<file path="config.mk">
export PLATFORM = sky130hd
export DESIGN_NAME = stop_and_wait_crc_framer_flat
export DESIGN_NICKNAME = d
export VERILOG_FILES = /design/src/rtl/swcf_pkg.sv /design/src/rtl/swcf_in_if.sv /design/src/rtl/swcf_out_if.sv /design/src/rtl/swcf_crc.sv /design/src/rtl/stop_and_wait_crc_framer.sv /design/src/flat_wrapper.sv
export SDC_FILE = /design/constraint.sdc
export NUM_CORES = 1
export LEC_CHECK = 0
export BUFFER_PORTS_ARGS = -buffer_cell sky130_fd_sc_hd__buf_4
export CAP_MARGIN = 20
export CORE_AREA = 4 4 148 150
export DETAILED_ROUTE_END_ITERATION = 6
export DIE_AREA = 0 0 152 154
export GPL_TIMING_DRIVEN = 0
export PLACE_DENSITY = 0.51
export SYNTH_ARGS = -nofsm -noshare
export SYNTH_HDL_FRONTEND = slang
export SYNTH_SLANG_ARGS = --single-unit
</file>
<file path="constraint.sdc">
create_clock -name clk_i -period 6.3 [get_ports clk_i]
set_input_delay 1.26 -clock clk_i [delete_from_list [all_inputs] [get_ports clk_i]]
set_output_delay 1.26 -clock clk_i [all_outputs]
set_load 0.01 [all_outputs]
</file>
<file path="src/rtl/swcf_pkg.sv">
// ----------------------------------------------------------------------------
// swcf_pkg
// Shared widths, codes, state encoding and the CRC-16 step for the framer.
// ----------------------------------------------------------------------------
package swcf_pkg;

  localparam int unsigned BYTE_W    = 8;
  localparam int unsigned CRC_W     = 16;
  localparam int unsigned CFG_IDX_W = 1;

  localparam logic [CRC_W-1:0] CRC_INIT = 16'hFFFF;

  // operation codes on the input word
  localparam logic OP_PAYLOAD = 1'b0;
  localparam logic OP_REPLY   = 1'b1;

  // result kinds
  localparam logic KIND_FRAME = 1'b0;
  localparam logic KIND_ACK   = 1'b1;

  // configuration register indexes
  localparam logic [CFG_IDX_W-1:0] REG_HEADER = 1'b0;
  localparam logic [CFG_IDX_W-1:0] REG_NAK    = 1'b1;

  localparam logic [BYTE_W-1:0] HEADER_RST = 8'd32;
  localparam logic [BYTE_W-1:0] NAK_RST    = 8'd48;

  typedef enum logic [3:0] {
    ST_LOAD = 4'b0001,
    ST_WAIT = 4'b0010,
    ST_EMIT = 4'b0100,
    ST_ACK  = 4'b1000
  } state_e;

  typedef struct packed {
    logic en;       // fold one byte in
    logic restart;  // start from CRC_INIT instead of the held value
  } crc_ctrl_t;

  // CRC-16 CCITT (poly 0x1021, msb first), one byte per call
  function automatic logic [CRC_W-1:0] crc16_step(input logic [CRC_W-1:0]  crc,
                                                 input logic [BYTE_W-1:0] b);
    logic [CRC_W-1:0] x;
    x = {8'h00, crc[15:8] ^ b};
    x = x ^ (x >> 4);
    return (crc << 8) ^ (x << 12) ^ (x << 5) ^ x;
  endfunction

endpackage

</file>
<file path="src/rtl/swcf_in_if.sv">
// ----------------------------------------------------------------------------
// swcf_in_if
// Input channel: payload or reply byte with valid/ready.
// ----------------------------------------------------------------------------
interface swcf_in_if;
  logic                        valid;
  logic                        ready;
  logic                        operation;
  logic [swcf_pkg::BYTE_W-1:0] byte_value;

  modport source (output valid, operation, byte_value, input ready);
  modport sink   (input valid, operation, byte_value, output ready);
endinterface

</file>
<file path="src/rtl/swcf_out_if.sv">
// ----------------------------------------------------------------------------
// swcf_out_if
// Result channel: frame bytes and acknowledge with valid/ready.
// ----------------------------------------------------------------------------
interface swcf_out_if;
  logic                        valid;
  logic                        ready;
  logic                        kind;
  logic [swcf_pkg::BYTE_W-1:0] tx_byte;
  logic                        frame_last;

  modport source (output valid, kind, tx_byte, frame_last, input ready);
  modport sink   (input valid, kind, tx_byte, frame_last, output ready);
endinterface

</file>
<file path="src/rtl/swcf_crc.sv">
// ----------------------------------------------------------------------------
// swcf_crc
// CRC-16 accumulator, one byte per cycle while enabled, restartable.
// ----------------------------------------------------------------------------
module swcf_crc (
  input  logic                        clk_i,
  input  logic                        rst_ni,
  input  swcf_pkg::crc_ctrl_t         ctrl_i,
  input  logic [swcf_pkg::BYTE_W-1:0] byte_i,
  output logic [swcf_pkg::CRC_W-1:0]  crc_o
);

  logic [swcf_pkg::CRC_W-1:0] crc_q, crc_d, seed;

  assign seed  = ctrl_i.restart ? swcf_pkg::CRC_INIT : crc_q;
  assign crc_d = ctrl_i.en ? swcf_pkg::crc16_step(seed, byte_i) : crc_q;

  always_ff @(posedge clk_i or negedge rst_ni) begin
    if (!rst_ni) begin
      crc_q <= swcf_pkg::CRC_INIT;
    end else begin
      crc_q <= crc_d;
    end
  end

  assign crc_o = crc_q;

endmodule

</file>
<file path="src/rtl/stop_and_wait_crc_framer.sv">
// ----------------------------------------------------------------------------
// stop_and_wait_crc_framer
// Stop-and-wait transmitter: stores payload, sends header+payload+CRC low
// byte, resends on an all-NAK reply, acknowledges otherwise.
// ----------------------------------------------------------------------------
// Frame start: after the last payload word (or last reply word) is accepted,
//   the state register moves to emit, then the output register takes the first
//   frame byte; frame bytes follow one per cycle while the result side is ready.
// Throughput: 1 input word per cycle while loading or collecting a reply;
//   input is held off while a frame is emitted (one byte per cycle through the
//   CRC step and the payload RAM read port) and until an acknowledge is loaded.
// Reset: asynchronous, active low; control, counters, CRC and config return
//   to defaults. The payload RAM is not cleared.
// ----------------------------------------------------------------------------
module stop_and_wait_crc_framer #(
  parameter int unsigned PAYLOAD_BYTES = 8,
  parameter int unsigned REPLY_BYTES   = 10
) (
  input  logic                           clk_i,
  input  logic                           rst_ni,
  swcf_in_if.sink                        in_if,
  swcf_out_if.source                     out_if,
  input  logic                           cfg_we_i,
  input  logic [swcf_pkg::CFG_IDX_W-1:0] cfg_idx_i,
  input  logic [swcf_pkg::BYTE_W-1:0]    cfg_data_i
);

  localparam int unsigned AW = (PAYLOAD_BYTES > 1) ? $clog2(PAYLOAD_BYTES) : 1;
  localparam int unsigned RW = (REPLY_BYTES > 1) ? $clog2(REPLY_BYTES) : 1;
  localparam int unsigned PW = $clog2(PAYLOAD_BYTES + 2);

  localparam logic [AW-1:0] LAST_ADDR  = AW'(PAYLOAD_BYTES - 1);
  localparam logic [RW-1:0] LAST_REPLY = RW'(REPLY_BYTES - 1);
  localparam logic [PW-1:0] POS_CRC    = PW'(PAYLOAD_BYTES + 1);

  // --------------------------------------------------------------------------
  // Configuration registers
  // --------------------------------------------------------------------------
  logic [swcf_pkg::BYTE_W-1:0] hdr_q, nak_q;

  always_ff @(posedge clk_i or negedge rst_ni) begin
    if (!rst_ni) begin
      hdr_q <= swcf_pkg::HEADER_RST;
      nak_q <= swcf_pkg::NAK_RST;
    end else if (cfg_we_i) begin
      unique case (cfg_idx_i)
        swcf_pkg::REG_HEADER: hdr_q <= cfg_data_i;
        swcf_pkg::REG_NAK:    nak_q <= cfg_data_i;
        default: ;
      endcase
    end
  end

  // --------------------------------------------------------------------------
  // Control state
  // --------------------------------------------------------------------------
  swcf_pkg::state_e state_q, state_d;
  logic [AW-1:0]    lcnt_q, lcnt_d;     // payload words held
  logic [RW-1:0]    rcnt_q, rcnt_d;     // reply words seen
  logic             all_nak_q, all_nak_d;
  logic [PW-1:0]    pos_q, pos_d;       // frame byte position
  logic [AW-1:0]    fptr_q, fptr_d;     // RAM read pointer

  logic in_acc, slot_free, out_load;
  logic is_payload, is_reply, reply_nak;

  assign in_if.ready = (state_q == swcf_pkg::ST_LOAD) || (state_q == swcf_pkg::ST_WAIT);
  assign in_acc      = in_if.valid && in_if.ready;
  assign is_payload  = in_acc && (in_if.operation == swcf_pkg::OP_PAYLOAD);
  assign is_reply    = in_acc && (in_if.operation == swcf_pkg::OP_REPLY);
  assign reply_nak   = all_nak_q && (in_if.byte_value == nak_q);

  // output slot may take a new word when empty or being drained
  logic out_valid_q;
  assign slot_free = !out_valid_q || out_if.ready;

  // --------------------------------------------------------------------------
  // Payload RAM: one write port (loading), one registered read port
  // (emission). Same-address write bypasses into the read register.
  // --------------------------------------------------------------------------
  logic [swcf_pkg::BYTE_W-1:0] mem [PAYLOAD_BYTES];
  logic [swcf_pkg::BYTE_W-1:0] rd_q;
  logic                        mem_we;

  assign mem_we = is_payload && (state_q == swcf_pkg::ST_LOAD);

  always_ff @(posedge clk_i) begin
    if (mem_we) begin
      mem[lcnt_q] <= in_if.byte_value;
    end
    if (mem_we && (lcnt_q == fptr_d)) begin
      rd_q <= in_if.byte_value;
    end else begin
      rd_q <= mem[fptr_d];
    end
  end

  // --------------------------------------------------------------------------
  // CRC accumulator
  // --------------------------------------------------------------------------
  swcf_pkg::crc_ctrl_t         crc_ctrl;
  logic [swcf_pkg::CRC_W-1:0]  crc;
  logic [swcf_pkg::BYTE_W-1:0] emit_byte;
  logic                        emit_last;

  assign emit_last = (pos_q == POS_CRC);

  always_comb begin
    if (pos_q == '0) begin
      emit_byte = hdr_q;
    end else if (emit_last) begin
      emit_byte = crc[7:0];
    end else begin
      emit_byte = rd_q;
    end
  end

  assign out_load = slot_free &&
                    ((state_q == swcf_pkg::ST_EMIT) || (state_q == swcf_pkg::ST_ACK));
  assign crc_ctrl = '{en:      out_load && (state_q == swcf_pkg::ST_EMIT) && !emit_last,
                      restart: (pos_q == '0)};

  swcf_crc u_crc (
    .clk_i  (clk_i),
    .rst_ni (rst_ni),
    .ctrl_i (crc_ctrl),
    .byte_i (emit_byte),
    .crc_o  (crc)
  );

  // --------------------------------------------------------------------------
  // Sequencer
  // --------------------------------------------------------------------------
  always_comb begin
    state_d   = state_q;
    lcnt_d    = lcnt_q;
    rcnt_d    = rcnt_q;
    all_nak_d = all_nak_q;
    pos_d     = pos_q;
    fptr_d    = fptr_q;

    unique case (state_q)
      swcf_pkg::ST_LOAD: begin
        if (is_payload) begin
          if (lcnt_q == LAST_ADDR) begin
            lcnt_d  = '0;
            state_d = swcf_pkg::ST_EMIT;
            pos_d   = '0;
            fptr_d  = '0;
          end else begin
            lcnt_d = lcnt_q + 1'b1;
          end
        end
      end
      swcf_pkg::ST_WAIT: begin
        if (is_reply) begin
          if (rcnt_q == LAST_REPLY) begin
            rcnt_d    = '0;
            all_nak_d = 1'b1;
            pos_d     = '0;
            fptr_d    = '0;
            state_d   = reply_nak ? swcf_pkg::ST_EMIT : swcf_pkg::ST_ACK;
          end else begin
            rcnt_d    = rcnt_q + 1'b1;
            all_nak_d = reply_nak;
          end
        end
      end
      swcf_pkg::ST_EMIT: begin
        if (out_load) begin
          if (emit_last) begin
            state_d   = swcf_pkg::ST_WAIT;
            rcnt_d    = '0;
            all_nak_d = 1'b1;
          end else begin
            pos_d = pos_q + 1'b1;
            // a payload byte was taken from the read register: step the pointer
            if (pos_q != '0) begin
              fptr_d = (fptr_q == LAST_ADDR) ? '0 : fptr_q + 1'b1;
            end
          end
        end
      end
      swcf_pkg::ST_ACK: begin
        if (out_load) begin
          state_d = swcf_pkg::ST_LOAD;
          lcnt_d  = '0;
        end
      end
      default: state_d = swcf_pkg::ST_LOAD;
    endcase
  end

  always_ff @(posedge clk_i or negedge rst_ni) begin
    if (!rst_ni) begin
      state_q   <= swcf_pkg::ST_LOAD;
      lcnt_q    <= '0;
      rcnt_q    <= '0;
      all_nak_q <= 1'b1;
      pos_q     <= '0;
      fptr_q    <= '0;
    end else begin
      state_q   <= state_d;
      lcnt_q    <= lcnt_d;
      rcnt_q    <= rcnt_d;
      all_nak_q <= all_nak_d;
      pos_q     <= pos_d;
      fptr_q    <= fptr_d;
    end
  end

  // --------------------------------------------------------------------------
  // Output register
  // --------------------------------------------------------------------------
  logic                        out_kind_q, out_last_q;
  logic [swcf_pkg::BYTE_W-1:0] out_byte_q;

  always_ff @(posedge clk_i or negedge rst_ni) begin
    if (!rst_ni) begin
      out_valid_q <= 1'b0;
    end else if (out_load) begin
      out_valid_q <= 1'b1;
    end else if (out_if.ready) begin
      out_valid_q <= 1'b0;
    end
  end

  always_ff @(posedge clk_i) begin
    if (out_load) begin
      if (state_q == swcf_pkg::ST_ACK) begin
        out_kind_q <= swcf_pkg::KIND_ACK;
        out_byte_q <= '0;
        out_last_q <= 1'b1;
      end else begin
        out_kind_q <= swcf_pkg::KIND_FRAME;
        out_byte_q <= emit_byte;
        out_last_q <= emit_last;
      end
    end
  end

  assign out_if.valid      = out_valid_q;
  assign out_if.kind       = out_kind_q;
  assign out_if.tx_byte    = out_byte_q;
  assign out_if.frame_last = out_last_q;

  // --------------------------------------------------------------------------
  // Assertions
  // --------------------------------------------------------------------------
  // a stray payload word while awaiting the reply leaves the reply tally alone
  a_payload_ignored: assert property (@(posedge clk_i) disable iff (!rst_ni)
    (is_payload && (state_q == swcf_pkg::ST_WAIT))
      |=> (state_q == swcf_pkg::ST_WAIT) && $stable(rcnt_q) && $stable(all_nak_q))
    else $error("payload word disturbed reply collection");

  // the CRC byte of a frame always hands over to reply collection, fresh tally
  a_frame_end: assert property (@(posedge clk_i) disable iff (!rst_ni)
    (out_load && (state_q == swcf_pkg::ST_EMIT) && emit_last)
      |=> (state_q == swcf_pkg::ST_WAIT) && (rcnt_q == '0) && all_nak_q)
    else $error("frame end did not start reply collection");

  // an acknowledge restarts loading from an empty store
  a_ack_restart: assert property (@(posedge clk_i) disable iff (!rst_ni)
    (out_load && (state_q == swcf_pkg::ST_ACK))
      |=> (state_q == swcf_pkg::ST_LOAD) && (lcnt_q == '0))
    else $error("acknowledge did not restart loading");

  // frame position never runs past the CRC byte
  a_pos_range: assert property (@(posedge clk_i) disable iff (!rst_ni)
    (state_q == swcf_pkg::ST_EMIT) |-> (pos_q <= POS_CRC))
    else $error("frame position out of range");

endmodule

</file>
<file path="src/flat_wrapper.sv">
// flat-port wrapper written by rule: the top's interface ports become plain ports
module stop_and_wait_crc_framer_flat 
#(
  parameter int unsigned PAYLOAD_BYTES = 8,
  parameter int unsigned REPLY_BYTES   = 10
)
  (clk_i, rst_ni, cfg_we_i, cfg_idx_i, cfg_data_i, in_if_valid, in_if_operation, in_if_byte_value, in_if_ready, out_if_valid, out_if_kind, out_if_tx_byte, out_if_frame_last, out_if_ready);
  swcf_in_if in_if_i ();
  swcf_out_if out_if_i ();
  input  logic clk_i;
  input  logic rst_ni;
  input  logic cfg_we_i;
  input  logic [swcf_pkg::CFG_IDX_W-1:0] cfg_idx_i;
  input  logic [swcf_pkg::BYTE_W-1:0] cfg_data_i;
  input wire logic [$bits(in_if_i.valid)-1:0] in_if_valid;
  input wire logic [$bits(in_if_i.operation)-1:0] in_if_operation;
  input wire logic [$bits(in_if_i.byte_value)-1:0] in_if_byte_value;
  output wire logic [$bits(in_if_i.ready)-1:0] in_if_ready;
  output wire logic [$bits(out_if_i.valid)-1:0] out_if_valid;
  output wire logic [$bits(out_if_i.kind)-1:0] out_if_kind;
  output wire logic [$bits(out_if_i.tx_byte)-1:0] out_if_tx_byte;
  output wire logic [$bits(out_if_i.frame_last)-1:0] out_if_frame_last;
  input wire logic [$bits(out_if_i.ready)-1:0] out_if_ready;
  assign in_if_i.valid = in_if_valid;
  assign in_if_i.operation = in_if_operation;
  assign in_if_i.byte_value = in_if_byte_value;
  assign in_if_ready = in_if_i.ready;
  assign out_if_valid = out_if_i.valid;
  assign out_if_kind = out_if_i.kind;
  assign out_if_tx_byte = out_if_i.tx_byte;
  assign out_if_frame_last = out_if_i.frame_last;
  assign out_if_i.ready = out_if_ready;
  stop_and_wait_crc_framer #(.PAYLOAD_BYTES(PAYLOAD_BYTES), .REPLY_BYTES(REPLY_BYTES)) u_core (.clk_i(clk_i), .rst_ni(rst_ni), .in_if(in_if_i), .out_if(out_if_i), .cfg_we_i(cfg_we_i), .cfg_idx_i(cfg_idx_i), .cfg_data_i(cfg_data_i));
endmodule
</file>
[Yosys cells after proc, flatten, opt, wreduce, memory -nomap -nowiden]
Memories as Yosys holds them, arrays and structs flattened. A register that Yosys moved wholly into a read port is not among the register bits.
Cells that the tools add are included.
Word-level totals
  bits in registers: 62
  RAM bits: 64
  bits of input ports: 23
  output and inout port bits: 12
  logic and storage cells: 114
  memories: 1
Memories
  u_core.mem: depth 8, width 8, rd ports 1, clocked after Yosys merged registers in 1, wr ports 1, RTL line stop_and_wait_crc_framer.sv:81  | logic [swcf_pkg::BYTE_W-1:0] mem [PAYLOAD_BYTES];
Cells by class
  add/sub/neg operators: 4
  eq/ne operators: 17
  multiplexer cells: 47
  bitwise gates (word level): 7
  reductions and logical operators: 25
Operator list (number)
  $mux 4: 18
  $mux 3: 11
  $mux 16: 1
  $mux 8: 2
  $pmux 4 s4: 1
  $xor 16x13->16: 1
  $xor 16x16->16: 1
  $xor 16x8->16: 1
  $reduce_and 7->1: 2
  $eq 4x4->1 const B: 3
  $pmux 4 s3: 1
  $ne 2x1->1 const B: 5
  $mux 1: 9
  $pmux 3 s3: 1
  $add 4x1->4 const B: 2
  $eq 8x8->1: 1
  $logic_and 1x1->1: 8
  $pmux 4 s2: 1
  $xor 8x4->8: 1
  $xor 8x8->8: 1
  $add 3x1->3 const B: 2
  $eq 3x3->1 const B: 2
  $ne 2x2->1 const B: 3
  $pmux 3 s2: 1
  other kinds (14): 21

[Logic depth before layout (Yosys ltp)]
  word-level depth: 8
  depth in mapped cells: 11

[By module]
A second synthesis with hierarchy kept.
Second synthesis, totals
  cell total of the unflattened synthesis: 441
  area, all modules: 6109.6 µm²
Modules (own cells, without submodules)
  stop_and_wait_crc_framer: times used 1, cells each 345, area each 5023.6 µm², seq. area each 3189.3 µm²
  swcf_crc: times used 1, cells each 96, area each 1086.0 µm², seq. area each 420.4 µm²

[Worst setup path before layout]
Ideal clock, no wire load.
  kind: input to register
  from: in in_if_operation
  to: mem u_core.mem[0][0] (netlist name), enable pin
  arrival time: 2381 ps
  data required time: 5917 ps
  slack: 3535 ps
  cell stages on the path: 4
  path through: inv_1 nand2_1 or3_1 nor3_1
On the way
  cells in the longest elaborated chain, start to end: 5
Ends and longest elaborated chain
  start, declared: RTL line flat_wrapper.sv:16  | input wire logic [$bits(in_if_i.operation)-1:0] in_if_operation;
  $not 1->1: RTL line stop_and_wait_crc_framer.sv:69  | assign is_payload = in_acc && (in_if.operation == swcf_pkg::OP_PAYLOAD);
  $logic_and 1x1->1: RTL line stop_and_wait_crc_framer.sv:69
  $logic_and 1x1->1: RTL line stop_and_wait_crc_framer.sv:85  | assign mem_we = is_payload && (state_q == swcf_pkg::ST_LOAD);
  $mux 1: RTL line stop_and_wait_crc_framer.sv:88  | if (mem_we) begin
  $mux 1 (not written as such): RTL line stop_and_wait_crc_framer.sv:89  | mem[lcnt_q] <= in_if.byte_value;
  end, declared: RTL line stop_and_wait_crc_framer.sv:81
No other way between the ends.

[Final worst setup path]
  from: reg u_core.state_q[1]
  to: out in_if_ready
On the way
  cells in the longest elaborated chain, start to end: 2
  elaborated cells on any way between the ends: 3
Ends and longest elaborated chain
  start, declared: RTL line stop_and_wait_crc_framer.sv:57  | swcf_pkg::state_e state_q, state_d;
  start signal, assigned: RTL line stop_and_wait_crc_framer.sv:196  | state_q <= swcf_pkg::ST_LOAD;
  start signal, assigned: RTL line stop_and_wait_crc_framer.sv:203  | state_q <= state_d;
  $eq 4x1->1 or $eq 4x2->1 (tied branches): RTL line stop_and_wait_crc_framer.sv:67  | assign in_if.ready = (state_q == swcf_pkg::ST_LOAD) || (state_q == swcf_pkg::ST_WAIT);
  $logic_or 1x1->1 (*): RTL line stop_and_wait_crc_framer.sv:67
  end, declared: RTL line flat_wrapper.sv:18  | output wire logic [$bits(in_if_i.ready)-1:0] in_if_ready;
Mark *: on every way between the ends. The rest lies on a longest branch, timed or not.

==> metrics <==
status=finished clean; Post-DP HPWL=10.9 mm; Int Power=2.49 mW; area grow syn2layout=20.6%; Tcrit/Tclk final=0.511; # hold bufs at CTS=0; GPL Wtd Cong=0.873; worst-case reg-to-reg path depth=9; Arr. time, crit path=1.96 ns; Worst Hold Slack=0.479 ns; vias in the first global route=4231; I/O pins=35; Yosys warnings=0; unrepaired setup endpoints after global routing=no; first-pass GRT wire length=24.0 mm; Avg Cell Area, Syn=12.4 um^2; Critical Path RT=5.04 ns; leakage power=2.71 nW; Worst Clk Skew=0.00633 ns; Netlist Area Pre-Place=6070 um^2; drt initial violations=322; Slew HR=0.308; final net count=574; GR Util met2=0.220; Clock Latency Late Sink=0.41 ns; largest net degree at the start of global routing=53; met3 Use GR=0.0341; post-synth cell types=68; number of enable flip-flop cells after synthesis=74; Crit Reg-Reg Endpoint=u_core.u_crc.crc_o[6]; initial core utilization=0.293; average wire per standard cell=18.4 um; Reg2Reg Setup Slack=3.20 ns; register area=3610 um^2; clock share of power=0.272; WS Path Type=reg2out; area leader, netlist=edfxtp_1; area of the multi-input gates=2340 um^2; Worst-Margin Slew=1.03 ns; vias per inst=4.94; sequential share of power=0.324; Synth async-reset ratio=0.403; Die Y=154 um; endpoint type of the worst setup path=primary output; Seq/Total Area, Yosys=0.594; Clock Sink Count=129; most common cell in the synthesized netlist=edfxtp_1; post-route ant nets=0; # resized after CTS=0; # diodes=0; Fill cells=2060; residual DRC count=0; initial antenna violation count=0; setup bufs post-CTS=0; ratio of total power to cell area=530 nW/um^2; met1 Use GR=0.175; via count=4097; critical path startpoint category=register; Pins Over Slew Limit=0; Synth Register Bits=129; gr ovfl total=0; predominant post-synthesis flop cell=edfxtp_1; num rows=53; busiest grt layer=met2; total core area=20700 um^2; Gate power share=0.404; CTS tree=done; share of layout cells above drive strength 1=0.232; DRT Wirelength=15.3 mm; synth cell count leaders=edfxtp_1, nand2_1, nor2_1, dfrtp_1, o21ai_0; Final Setup Violations=0; Clock Pin Slew Worst Setup and Hold Paths=0.05 ns; Power Total=3.88 mW; Reg2Reg Launch Point=u_core.pos_q[0]; hold crit path type=reg2reg; clock buffer depth=2; synth top area cells=edfxtp_1, dfrtp_1, dfstp_2; Critical Path Fanout Max=7; DRT Pass-1 Iters=5; Die Footprint=23400 um^2; CP startpoint=u_core.state_q[1]; Max VDD drop=0.185 mV; Hold Violations, Final=0; Root Buffer=clkbuf_16; Sw Share=0.357; Total GRT Usage=0.134; H-tree depth=4; post-synthesis net count=521; setup TNS=0 ns; port bufs=34; Yosys top cell area share=0.366; cell count after synthesis=489; post-route minimum period=3.22 ns; CTS Buf Count=17; Die W=152 um; fmax=0.310 GHz; maxcap violations=0; reported net switching power=1.39 mW; Critical Path End=in_if_ready
-- cell families (layout without fill, tap and decap cells) --
| group | Yosys count | count (layout) | share of synthesized area |
|---|---|---|---|
| fa+ha+maj | 9 | 9 | 0.0185 |
| xor+xnor | 23 | 23 | 0.0332 |
| buf+inv | 25 | 91 | 0.0223 |
| simple gates | 151 | 151 | 0.121 |
| mux | 50 | 50 | 0.0991 |
| flops | 129 | 129 | 0.594 |
| compound gates | 102 | 102 | 0.111 |
-- layer usage --
metal	share of wire	routed length, um	up-vias
met4	0.0085	129	0
met2	0.49	7420	100
met3	0.046	704	13
li1	-	-	1930
met5	0	0	-
met1	0.46	7000	2054
-- placed cells by master (no fill, tap or decap), types with 4 or more instances in the layout --
| master | instances |
|---|---|
| nand3_1 | 4 |
| a22o_1 | 5 |
| clkbuf_1 | 8 |
| a21oi_1 | 17 |
| xor2_1 | 5 |
| mux2i_1 | 26 |
| and2_1 | 7 |
| buf_2 | 6 |
| a211oi_1 | 4 |
| edfxtp_1 | 74 |
| dfrtp_1 | 31 |
| buf_6 | 4 |
| nand4_1 | 4 |
| nor2b_1 | 9 |
| nand2_1 | 46 |
| mux4_2 | 5 |
| nand2b_1 | 6 |
| mux2_2 | 17 |
| ha_1 | 9 |
| a31oi_1 | 4 |
| a22oi_1 | 10 |
| o21ai_0 | 28 |
| clkbuf_16 | 18 |
| o31ai_1 | 4 |
| buf_4 | 35 |
| o21ai_1 | 4 |
| dfstp_2 | 21 |
| nor2_1 | 43 |
| bufinv_16 | 4 |
| nor3_1 | 7 |
| xnor2_1 | 18 |
| inv_1 | 7 |
-- how the worst min path moves through the flow --
stage,slack [ns],to,start,cells past startpoint
after floorplan,0.45,u_core.rcnt_q[3],u_core.rcnt_q[3],1
after global placement,0.46,u_core.rcnt_q[3],u_core.rcnt_q[3],1
after detailed placement,0.47,u_core.u_crc.crc_o[7],u_core.u_crc.crc_o[7],2
after CTS,0.48,u_core.u_crc.crc_o[7],u_core.u_crc.crc_o[7],2
after global routing,0.49,u_core.u_crc.crc_o[7],u_core.u_crc.crc_o[7],2
final,0.48,u_core.all_nak_q,u_core.all_nak_q,2
-- power groups by stage --
stage	combinational (mW)	sequential, mW	clock, mW
after detailed placement	1.57	1.27	0
final	1.57	1.26	1.05
after global routing	1.74	1.29	1.11
after floorplan	1.17	1.24	0
after global placement	1.53	1.26	0
after CTS	1.58	1.26	1.07
-- stage by stage --
| step | worst slack, ns | area, um^2 | instances | utilization |
|---|---|---|---|---|
| after floorplan | 3.54 | 6070 | 489 | - |
| after global placement | 2.74 | 6670 | 798 | 0.322 |
| after detailed placement | 3.17 | 6680 | 798 | 0.323 |
| after CTS | 3.07 | 7320 | 830 | 0.354 |
| after global routing | 3.01 | 7320 | 830 | 0.354 |
| final | 3.08 | 7320 | 830 | 0.354 |
-- critical path: stages (launching register included) --
cell     delay (ns)
dfrtp_1        0.47
or3b_2         0.51
or2_2          0.34
nand2_1        0.10
buf_4          0.13
-- registers in the layout, indices dropped and copies added, names as in the netlist, named ones only --
signal                    count
u_core.lcnt_q                 3
u_core.out_if.tx_byte         8
u_core.nak_q                  8
u_core.rcnt_q                 4
u_core.all_nak_q              1
u_core.state_q                4
u_core.pos_q                  4
u_core.fptr_q                 3
u_core.out_if.frame_last      1
u_core.u_crc.crc_o           16
u_core.out_if.kind            1
u_core.mem                   64
u_core.out_if.valid           1
u_core.hdr_q                  8
-- layout make-up --
class	count	area share
tap	275	0.0470
inverter	7	0.00359
buffer	18	0.0149
clock inverter	10	0.0212
clock buffer	22	0.0663
multi-input combinational	335	0.319
sequential	129	0.493
timing repair buffer	34	0.0349
No activity file was read; power rests on OpenSTA's default activity.
